### src/lped_pkg.sv
// shared types, codes and decode tables for the listpack entry decoder
package lped_pkg;

	// result kinds
	localparam logic [1:0] KIND_INT      = 2'd0;
	localparam logic [1:0] KIND_PAYLOAD  = 2'd1;
	localparam logic [1:0] KIND_STR_DONE = 2'd2;
	localparam logic [1:0] KIND_STATUS   = 2'd3;

	// status codes
	localparam logic [2:0] ST_OK      = 3'd0;
	localparam logic [2:0] ST_BAD_ENC = 3'd1;
	localparam logic [2:0] ST_BAD_LEN = 3'd2;
	localparam logic [2:0] ST_TRUNC   = 3'd3;
	localparam logic [2:0] ST_END     = 3'd4;

	// entry encodings
	localparam logic [3:0] EK_INT7  = 4'd0;
	localparam logic [3:0] EK_INT13 = 4'd1;
	localparam logic [3:0] EK_INT16 = 4'd2;
	localparam logic [3:0] EK_INT24 = 4'd3;
	localparam logic [3:0] EK_INT32 = 4'd4;
	localparam logic [3:0] EK_INT64 = 4'd5;
	localparam logic [3:0] EK_STR6  = 4'd6;
	localparam logic [3:0] EK_STR12 = 4'd7;
	localparam logic [3:0] EK_STR32 = 4'd8;

	// special first bytes
	localparam logic [7:0] BYTE_EOF   = 8'hFF;
	localparam logic [7:0] BYTE_STR32 = 8'hF0;
	localparam logic [7:0] BYTE_INT16 = 8'hF1;
	localparam logic [7:0] BYTE_INT64 = 8'hF4;

	typedef struct packed {
		logic [7:0] data_byte;
		logic       buffer_end;
	} in_item_t;

	typedef struct packed {
		logic [1:0]         kind;
		logic signed [63:0] int_value;
		logic [7:0]         payload_byte;
		logic [31:0]        string_length;
		logic [2:0]         status;
	} out_item_t;

	// header bytes that follow the first byte
	function automatic logic [3:0] hdr_len(input logic [3:0] ek);
		logic [3:0] len;
		case (ek)
			EK_INT13: len = 4'd1;
			EK_INT16: len = 4'd2;
			EK_INT24: len = 4'd3;
			EK_INT32: len = 4'd4;
			EK_INT64: len = 4'd8;
			EK_STR12: len = 4'd1;
			EK_STR32: len = 4'd4;
			default:  len = 4'd0;
		endcase
		return len;
	endfunction

	// sign extension from the encoding's integer width
	function automatic logic [63:0] sign_ext(input logic [3:0] ek, input logic [63:0] acc);
		logic [63:0] v;
		case (ek)
			EK_INT13: v = {{51{acc[12]}}, acc[12:0]};
			EK_INT16: v = {{48{acc[15]}}, acc[15:0]};
			EK_INT24: v = {{40{acc[23]}}, acc[23:0]};
			EK_INT32: v = {{32{acc[31]}}, acc[31:0]};
			default:  v = acc;
		endcase
		return v;
	endfunction

endpackage

### src/lped_stream_if.sv
// valid/ready stream channel carrying one item per handshake
interface lped_stream_if #(
	parameter type payload_t = logic [7:0]
);
	logic     valid;
	logic     ready;
	payload_t data;

	modport source(output valid, output data, input ready);
	modport sink(input valid, input data, output ready);
endinterface

### src/lped_core.sv
// entry parse state and per-byte decode logic
module lped_core #(
	parameter int MAX_BACKLEN_BYTES = 5
) (
	input  logic                 clk,
	input  logic                 arst_n,
	input  logic                 fire,
	input  lped_pkg::in_item_t   item,
	output logic                 res_valid,
	output lped_pkg::out_item_t  res
);
	localparam int BlcW = $clog2(MAX_BACKLEN_BYTES + 1);

	localparam logic [2:0] PH_FIRST   = 3'd0;
	localparam logic [2:0] PH_HEADER  = 3'd1;
	localparam logic [2:0] PH_PAYLOAD = 3'd2;
	localparam logic [2:0] PH_BACKLEN = 3'd3;
	localparam logic [2:0] PH_SKIP    = 3'd4;

	logic [2:0]      phase_q, phase_d;
	logic [3:0]      ek_q, ek_d;
	logic [3:0]      hleft_q, hleft_d;
	logic [63:0]     acc_q, acc_d;
	logic [31:0]     pleft_q, pleft_d;
	logic [34:0]     ecount_q, ecount_d;
	logic [34:0]     blv_q, blv_d;
	logic [BlcW-1:0] blc_q, blc_d;

	logic [7:0]      b;
	logic [34:0]     ecount_inc;
	logic [34:0]     blv_next;
	logic [BlcW-1:0] blc_next;
	logic [2:0]      lane;
	logic [63:0]     acc_hdr;
	logic [3:0]      hleft_dec;
	logic            first_ok;

	assign b          = item.data_byte;
	assign ecount_inc = ecount_q + 35'd1;
	assign blc_next   = blc_q + BlcW'(1);
	assign blv_next   = (|blv_q[34:28]) ? '1 : {blv_q[27:0], b[6:0]};
	assign lane       = 3'(lped_pkg::hdr_len(ek_q) - hleft_q);
	assign hleft_dec  = (hleft_q != 4'd0) ? hleft_q - 4'd1 : 4'd0;

	// header byte: big-endian for the short forms, little-endian lanes otherwise
	always_comb begin
		if (ek_q == lped_pkg::EK_INT13 || ek_q == lped_pkg::EK_STR12) begin
			acc_hdr = {acc_q[55:0], b};
		end else begin
			acc_hdr = acc_q | (64'(b) << {lane, 3'b000});
		end
	end

	// next state and result for one accepted byte
	always_comb begin
		phase_d   = phase_q;
		ek_d      = ek_q;
		hleft_d   = hleft_q;
		acc_d     = acc_q;
		pleft_d   = pleft_q;
		ecount_d  = ecount_q;
		blv_d     = blv_q;
		blc_d     = blc_q;
		res_valid = 1'b0;
		res       = '0;
		first_ok  = 1'b0;
		if (fire) begin
			unique case (phase_q)
				PH_FIRST: begin
					if (item.buffer_end) begin
						res_valid  = 1'b1;
						res.kind   = lped_pkg::KIND_STATUS;
						res.status = (b == lped_pkg::BYTE_EOF) ? lped_pkg::ST_END
						                                       : lped_pkg::ST_TRUNC;
					end else begin
						ecount_d = 35'd1;
						blv_d    = '0;
						blc_d    = '0;
						acc_d    = '0;
						hleft_d  = '0;
						pleft_d  = '0;
						first_ok = 1'b1;
						if (b == lped_pkg::BYTE_EOF) begin
							first_ok   = 1'b0;
							phase_d    = PH_SKIP;
							res_valid  = 1'b1;
							res.kind   = lped_pkg::KIND_STATUS;
							res.status = lped_pkg::ST_END;
						end else if (b[7] == 1'b0) begin
							ek_d  = lped_pkg::EK_INT7;
							acc_d = 64'(b);
						end else if (b[7:6] == 2'b10) begin
							ek_d  = lped_pkg::EK_STR6;
							acc_d = 64'(b[5:0]);
						end else if (b[7:5] == 3'b110) begin
							ek_d  = lped_pkg::EK_INT13;
							acc_d = 64'(b[4:0]);
						end else if (b[7:4] == 4'b1110) begin
							ek_d  = lped_pkg::EK_STR12;
							acc_d = 64'(b[3:0]);
						end else if (b == lped_pkg::BYTE_STR32) begin
							ek_d = lped_pkg::EK_STR32;
						end else if (b <= lped_pkg::BYTE_INT64) begin
							ek_d = lped_pkg::EK_INT16 + 4'(b - lped_pkg::BYTE_INT16);
						end else begin
							first_ok   = 1'b0;
							phase_d    = PH_SKIP;
							res_valid  = 1'b1;
							res.kind   = lped_pkg::KIND_STATUS;
							res.status = lped_pkg::ST_BAD_ENC;
						end
						if (first_ok) begin
							hleft_d = lped_pkg::hdr_len(ek_d);
							if (hleft_d != 4'd0) begin
								phase_d = PH_HEADER;
							end else if (ek_d >= lped_pkg::EK_STR6) begin
								pleft_d = acc_d[31:0];
								phase_d = (acc_d[31:0] == 32'd0) ? PH_BACKLEN : PH_PAYLOAD;
							end else begin
								phase_d = PH_BACKLEN;
							end
						end
					end
				end
				PH_HEADER, PH_PAYLOAD, PH_BACKLEN: begin
					if (item.buffer_end) begin
						phase_d    = PH_FIRST;
						res_valid  = 1'b1;
						res.kind   = lped_pkg::KIND_STATUS;
						res.status = lped_pkg::ST_TRUNC;
					end else begin
						ecount_d = ecount_inc;
						if (phase_q == PH_HEADER) begin
							hleft_d = hleft_dec;
							acc_d   = acc_hdr;
							if (hleft_dec == 4'd0) begin
								if (ek_q >= lped_pkg::EK_STR6) begin
									pleft_d = acc_hdr[31:0];
									phase_d = (acc_hdr[31:0] == 32'd0) ? PH_BACKLEN
									                                  : PH_PAYLOAD;
								end else begin
									acc_d   = lped_pkg::sign_ext(ek_q, acc_hdr);
									phase_d = PH_BACKLEN;
								end
							end
						end else if (phase_q == PH_PAYLOAD) begin
							pleft_d          = pleft_q - 32'd1;
							if (pleft_q == 32'd1) begin
								phase_d = PH_BACKLEN;
							end
							res_valid        = 1'b1;
							res.kind         = lped_pkg::KIND_PAYLOAD;
							res.payload_byte = b;
						end else begin
							blc_d = blc_next;
							blv_d = blv_next;
							if (b[7]) begin
								if (blc_next >= BlcW'(MAX_BACKLEN_BYTES)) begin
									phase_d    = PH_SKIP;
									res_valid  = 1'b1;
									res.kind   = lped_pkg::KIND_STATUS;
									res.status = lped_pkg::ST_BAD_LEN;
								end
							end else if (blv_next == 35'd0 || blv_next != ecount_inc) begin
								phase_d    = PH_SKIP;
								res_valid  = 1'b1;
								res.kind   = lped_pkg::KIND_STATUS;
								res.status = lped_pkg::ST_BAD_LEN;
							end else begin
								phase_d   = PH_FIRST;
								res_valid = 1'b1;
								if (ek_q >= lped_pkg::EK_STR6) begin
									res.kind          = lped_pkg::KIND_STR_DONE;
									res.string_length = acc_q[31:0];
								end else begin
									res.kind      = lped_pkg::KIND_INT;
									res.int_value = acc_q;
								end
							end
						end
					end
				end
				default: begin
					// skipping to the end of the buffer
					if (item.buffer_end) begin
						phase_d = PH_FIRST;
					end
				end
			endcase
		end
	end

	// parse state registers
	always_ff @(posedge clk or negedge arst_n) begin
		if (!arst_n) begin
			phase_q  <= PH_FIRST;
			ek_q     <= '0;
			hleft_q  <= '0;
			acc_q    <= '0;
			pleft_q  <= '0;
			ecount_q <= '0;
			blv_q    <= '0;
			blc_q    <= '0;
		end else begin
			phase_q  <= phase_d;
			ek_q     <= ek_d;
			hleft_q  <= hleft_d;
			acc_q    <= acc_d;
			pleft_q  <= pleft_d;
			ecount_q <= ecount_d;
			blv_q    <= blv_d;
			blc_q    <= blc_d;
		end
	end

endmodule

### src/lped_out_fifo.sv
// two-entry result buffer between the decode logic and the output channel
module lped_out_fifo (
	input  logic                 clk,
	input  logic                 arst_n,
	input  logic                 push,
	input  lped_pkg::out_item_t  push_data,
	input  logic                 pop,
	output logic                 full,
	output logic                 not_empty,
	output lped_pkg::out_item_t  head
);
	lped_pkg::out_item_t mem [2];
	logic       wr_ptr_q;
	logic       rd_ptr_q;
	logic [1:0] count_q;

	assign full      = (count_q == 2'd2);
	assign not_empty = (count_q != 2'd0);
	assign head      = mem[rd_ptr_q];

	// item storage
	always_ff @(posedge clk) begin
		if (push) begin
			mem[wr_ptr_q] <= push_data;
		end
	end

	// pointers and fill count
	always_ff @(posedge clk or negedge arst_n) begin
		if (!arst_n) begin
			wr_ptr_q <= 1'b0;
			rd_ptr_q <= 1'b0;
			count_q  <= 2'd0;
		end else begin
			if (push) begin
				wr_ptr_q <= ~wr_ptr_q;
			end
			if (pop) begin
				rd_ptr_q <= ~rd_ptr_q;
			end
			case ({push, pop})
				2'b10:   count_q <= count_q + 2'd1;
				2'b01:   count_q <= count_q - 2'd1;
				default: count_q <= count_q;
			endcase
		end
	end

endmodule

### src/listpack_entry_decoder.sv
// top level of the listpack entry decoder
// Takes the entry region of a listpack one byte per item and reports, per entry, a
// sign-extended integer or the string's payload bytes followed by a string-done item,
// plus status items for the terminator, bad encodings, bad back-lengths and truncation.
// Every input byte is decoded in the cycle it is accepted: the parse state registers and
// the per-byte decode logic turn one byte into at most one result, which is written into
// a two-entry output buffer. A new byte is accepted every cycle while that buffer is not
// full, so the sustained rate is one byte per cycle when the output side keeps up, and a
// result is registered in that buffer before it appears on the output.
module listpack_entry_decoder #(
	parameter int MAX_BACKLEN_BYTES = 5
) (
	input  logic        clk,
	input  logic        arst_n,
	lped_stream_if.sink   in,
	lped_stream_if.source out
);
	logic                fire;
	logic                res_valid;
	lped_pkg::out_item_t res;
	logic                full;
	logic                not_empty;
	lped_pkg::out_item_t head;

	assign in.ready  = ~full;
	assign fire      = in.valid & ~full;
	assign out.valid = not_empty;
	assign out.data  = head;

	// byte decoder
	lped_core #(
		.MAX_BACKLEN_BYTES(MAX_BACKLEN_BYTES)
	) u_core (
		.clk      (clk),
		.arst_n   (arst_n),
		.fire     (fire),
		.item     (in.data),
		.res_valid(res_valid),
		.res      (res)
	);

	// result buffer
	lped_out_fifo u_fifo (
		.clk      (clk),
		.arst_n   (arst_n),
		.push     (res_valid),
		.push_data(res),
		.pop      (out.valid & out.ready),
		.full     (full),
		.not_empty(not_empty),
		.head     (head)
	);

endmodule

### src/flat_wrapper.sv
// flat-port wrapper written by rule: the top's interface ports become plain ports
module listpack_entry_decoder_flat 
#(
	parameter int MAX_BACKLEN_BYTES = 5
)
  (clk, arst_n, in_valid, in_data, in_ready, out_valid, out_data, out_ready);
  lped_stream_if in_i ();
  lped_stream_if out_i ();
  input  logic clk;
  input  logic arst_n;
  input wire logic [$bits(in_i.valid)-1:0] in_valid;
  input wire logic [$bits(in_i.data)-1:0] in_data;
  output wire logic [$bits(in_i.ready)-1:0] in_ready;
  output wire logic [$bits(out_i.valid)-1:0] out_valid;
  output wire logic [$bits(out_i.data)-1:0] out_data;
  input wire logic [$bits(out_i.ready)-1:0] out_ready;
  assign in_i.valid = in_valid;
  assign in_i.data = in_data;
  assign in_ready = in_i.ready;
  assign out_valid = out_i.valid;
  assign out_data = out_i.data;
  assign out_i.ready = out_ready;
  listpack_entry_decoder #(.MAX_BACKLEN_BYTES(MAX_BACKLEN_BYTES)) u_core (.clk(clk), .arst_n(arst_n), .in(in_i), .out(out_i));
endmodule
### config.mk
export PLATFORM = sky130hd
export DESIGN_NAME = listpack_entry_decoder_flat
export DESIGN_NICKNAME = d
export VERILOG_FILES = /design/src/lped_pkg.sv /design/src/lped_stream_if.sv /design/src/lped_core.sv /design/src/lped_out_fifo.sv /design/src/listpack_entry_decoder.sv /design/src/flat_wrapper.sv
export SDC_FILE = /design/constraint.sdc
export NUM_CORES = 1
export LEC_CHECK = 0
export BUFFER_PORTS_ARGS = -buffer_cell sky130_fd_sc_hd__buf_2
export CORE_AREA = 2 2 90 135
export DETAILED_ROUTE_END_ITERATION = 10
export DIE_AREA = 0 0 92 137
export PLACE_DENSITY = 0.68
export SLEW_MARGIN = 40
export SYNTH_ARGS = -nofsm -noshare
export SYNTH_HDL_FRONTEND = slang
export SYNTH_SLANG_ARGS = --single-unit
### constraint.sdc
create_clock -name clk -period 6.3 [get_ports clk]
set_clock_uncertainty 0.2 [all_clocks]
set_input_delay 0.63 -clock clk [delete_from_list [all_inputs] [get_ports clk]]
set_output_delay 0.63 -clock clk [all_outputs]
set_load 0.03 [all_outputs]
==> summary.txt <==
Outcome
  – Outcome: complete, no violations

Clocking
  – Hold_buf cts: 0
  – CTS Sinks: 80
  – Post-CTS Resized: 0
  – H-Tree Depth: 3
  – CTS Root Cell: clkbuf_16
  – Bufs on Longest Clock Path: 2
  – Clk slew on worst S/H paths: 0.06 ns
  – CTS tree: done
  – Clock Latency Late Sink: 0.35 ns
  – Postcts setup bufs: 0
  – Cts bufs inserted: 9

Detailed routing
  – Starting DRC count in detailed routing: between 500 and 600
  – DRC violations left: 0
  – Post-DRT Antenna Nets: 0
  – Total number of vias: between 4000 and 5000
  – WL per Instance: 18.8 microns
  – Drt total wl: roughly 15000 microns
  – Drt pass-1 iters: 6
  – Drt via density: 6.28

Setup path
  – Worst Setup Start Kind: flop
  – Critical path type: flop to flop
  – Worst path required time: around 6.2 ns
  – Crit-path leading delay family: simple AND/OR/NAND/NOR gates
  – Crit path cell chain: ha_1, nand3_1, or4_1, or4_1, and2_1, o31ai_1, nand3_1, nor4_2, nand4_1, o21ba_1
  – Critical path peak fanout: 14
  – CP max-delay cell: or4_1
  – Arrival time of the worst setup path: 3.85 ns
  – Worst Path Buf+Inv: 0
  – Largest stage delay, worst path: 0.71 ns
  – Critical Path Sink Type: flop

Finish
  – Non-filler cells, final: 775
  – Share of layout cells above drive strength 1: 0.0864
  – Footprint of the multi-input gates: approximately 3000 sq um
  – Register Area: 2020 sq um
  – ANT cells: 0
  – Syn-to-layout area delta: 8.25%
  – Nets: ~630
  – Filler Cells Inserted: 1113

GRT
  – First-pass GRT wire length: 23500 microns
  – Antenna violations before repair: 0
  – GRT overflow: 0
  – Vias in the first global route: 4557
  – Total track usage: 0.237
  – Largest net degree at the start of global routing: 77

Timing
  – Final Max Tran Viols: 0
  – Rel. slew slack: 0.528
  – Final setup violating endpoints: 0
  – Max Freq: about 250 MHz
  – PnR worst setup slack: around 2.3 ns
  – Final period util: 0.628
  – Worst-margin pin slew: 0.707 ns
  – Fin crit period: 3.95 ns
  – Final hold violation count: 0
  – Unrepaired setup endpoints after global routing: no
  – Setup TNS: 0 ns

Placed design
  – RePlAce Congestion: 0.958
  – Placed Instances: 759
  – Dpl ws: between 2 and 2.5 ns
  – Buffers on Ports: 15
  – Post-detail-place hpwl: 10100 microns

Job
  – Max-cap violations: 0

Die
  – Die W: 92 microns
  – Initial Utilization: 0.457
  – Die Footprint: 12600 sq um
  – Ports: 22
  – Core Region: ~11000 sq um
  – Die height: 137 microns
  – Row count: 48

Logic synthesis
  – Register area share after synthesis: 0.388
  – Flops & latches, synth: 80
  – Leading register cell type out of synthesis: dfrtp_1
  – Yosys warns: 0
  – EDFF count, synth: 4
  – Post-synthesis instance total: approximately 640
  – Post-synth cell types: 61
  – Cell area after synthesis: 5220 sq um
  – Async set-reset flop share out of synthesis: 0.950
  – Mapped Avg Cell Area: between 8 and 9 sq um

Power
  – Clock power share: 0.180
  – Int Power: about 1500 uW
  – VDD IR max: 0.000418 V
  – Seq pwr share: 0.276
  – P_leak: roughly 0.0022 uW
  – Combinational share of power: 0.544
  – Sw power: 1460 uW
  – Power per cell area: ~520 nW/um^2
  – Sw Share: 0.493

Worst hold path
  – Worst Hold Class: primary input to async pin
==> worst reg2reg max path: cells and delay by family, from the launching register on <==
family	cells	cell delay, ns
compound gates	2	0.51
fa+ha+maj	1	0.27
flops	1	0.46
simple gates	7	2.28
==> per-stage QoR <==
stage                      util  total power, uW  hold slack [ns]  area (sq um)
after floorplan               -             1990            0.134          5230
after global placement    0.465             2360            0.257          5300
after detailed placement  0.468             2400            0.274          5340
after CTS                 0.494             2940            0.155          5640
after global routing      0.495             3190            0.181          5650
final                     0.495             2960            0.115          5650
==> Yosys cell counts, types with 5 or more instances <==
library cell,number,share of area
a21o_1,5,0.0072
a31oi_1,5,0.0060
and2_1,5,0.0060
nand3_1,31,0.030
o221ai_1,6,0.010
o31ai_1,8,0.012
or2_2,5,0.0060
nor4_1,19,0.023
dfrtp_1,76,0.36
a22o_1,20,0.034
or3_1,11,0.013
xnor2_1,29,0.049
and3_1,6,0.0072
buf_4,6,0.0086
nor3_1,24,0.023
inv_1,13,0.0094
nand2_1,80,0.058
a21oi_1,14,0.013
or4_1,6,0.0086
o21ai_0,98,0.094
buf_2,6,0.0058
xor2_1,14,0.024
nand4_1,23,0.028
nor2_1,29,0.021
clkbuf_1,37,0.027
==> metal layers <==
metal,vias to the layer above,track usage,wire length (microns)
li1,2293,-,-
met1,2310,0.282,5840
met2,201,0.416,7290
met3,63,0.0308,702
met4,0,0.129,761
met5,-,0,0
==> registers in the layout, indices dropped and copies added (netlist names) <==
signal	cells
u_core.u_core.blv_q	35
u_core.u_core.ecount_q	35
u_core.u_fifo.mem	4
u_core.u_core.phase_q	2
u_core.u_fifo.count_q	2
u_core.u_fifo.rd_ptr_q	1
u_core.u_fifo.wr_ptr_q	1
==> power by group through the flow <==
stage	logic (uW)	clock network, uW	registers [uW]
after detailed placement	1580	0	822
final	1610	533	818
after global routing	1800	563	832
after floorplan	1240	0	744
after CTS	1590	539	814
after global placement	1540	0	815
==> cell families after synthesis <==
kind of cell	after synthesis	synth area share
and+or+nand+nor	258	0.254
adders and majority gates	2	0.00480
xor gates and xnor gates	43	0.0722
other	1	0.000719
AOI/OAI and AO/OA	185	0.221
buffers and inverters	66	0.0533
muxes	3	0.00624
DFF	80	0.388
==> final cells by class <==
type                       count  share of cell area
clock buffer                   9              0.0399
clock inverter                 7              0.0137
inverter                      13             0.00864
multi-input combinational    497               0.524
sequential                    80               0.358
tap                          150              0.0332
timing repair buffer          19              0.0219
==> worst paths after layout <==
path	startpoint	to	slack [ns]	cells past startpoint
min reg2reg	u_core.u_core.blv_q[30]	u_core.u_core.blv_q[30]	0.28	2
max	u_core.u_core.ecount_q[0]	u_core.u_fifo.mem[1][1]	2.35	10
min	arst_n	u_core.u_core.blv_q[24]	0.11	1
max in group asynchronous	arst_n	u_core.u_core.phase_q[1]	5.27	1
min in group clk	u_core.u_core.blv_q[30]	u_core.u_core.blv_q[30]	0.28	2
max reg2reg	u_core.u_core.ecount_q[0]	u_core.u_fifo.mem[1][1]	2.35	10
==> cell usage in the layout (no fill, tap or decap), drive strengths merged, types with 13 or more instances in the layout <==
cell | Yosys | layout
buf | 16 | 19
nor3 | 24 | 24
a22o | 20 | 20
or3 | 13 | 13
o21ai | 99 | 99
nand3 | 31 | 31
xnor2 | 29 | 29
nand4 | 24 | 24
nor4 | 20 | 20
dfrtp | 76 | 76
xor2 | 14 | 14
nand2 | 80 | 80
a21oi | 14 | 14
inv | 13 | 16
nor2 | 29 | 29
Note: power is estimated with default switching activity, not from simulation.
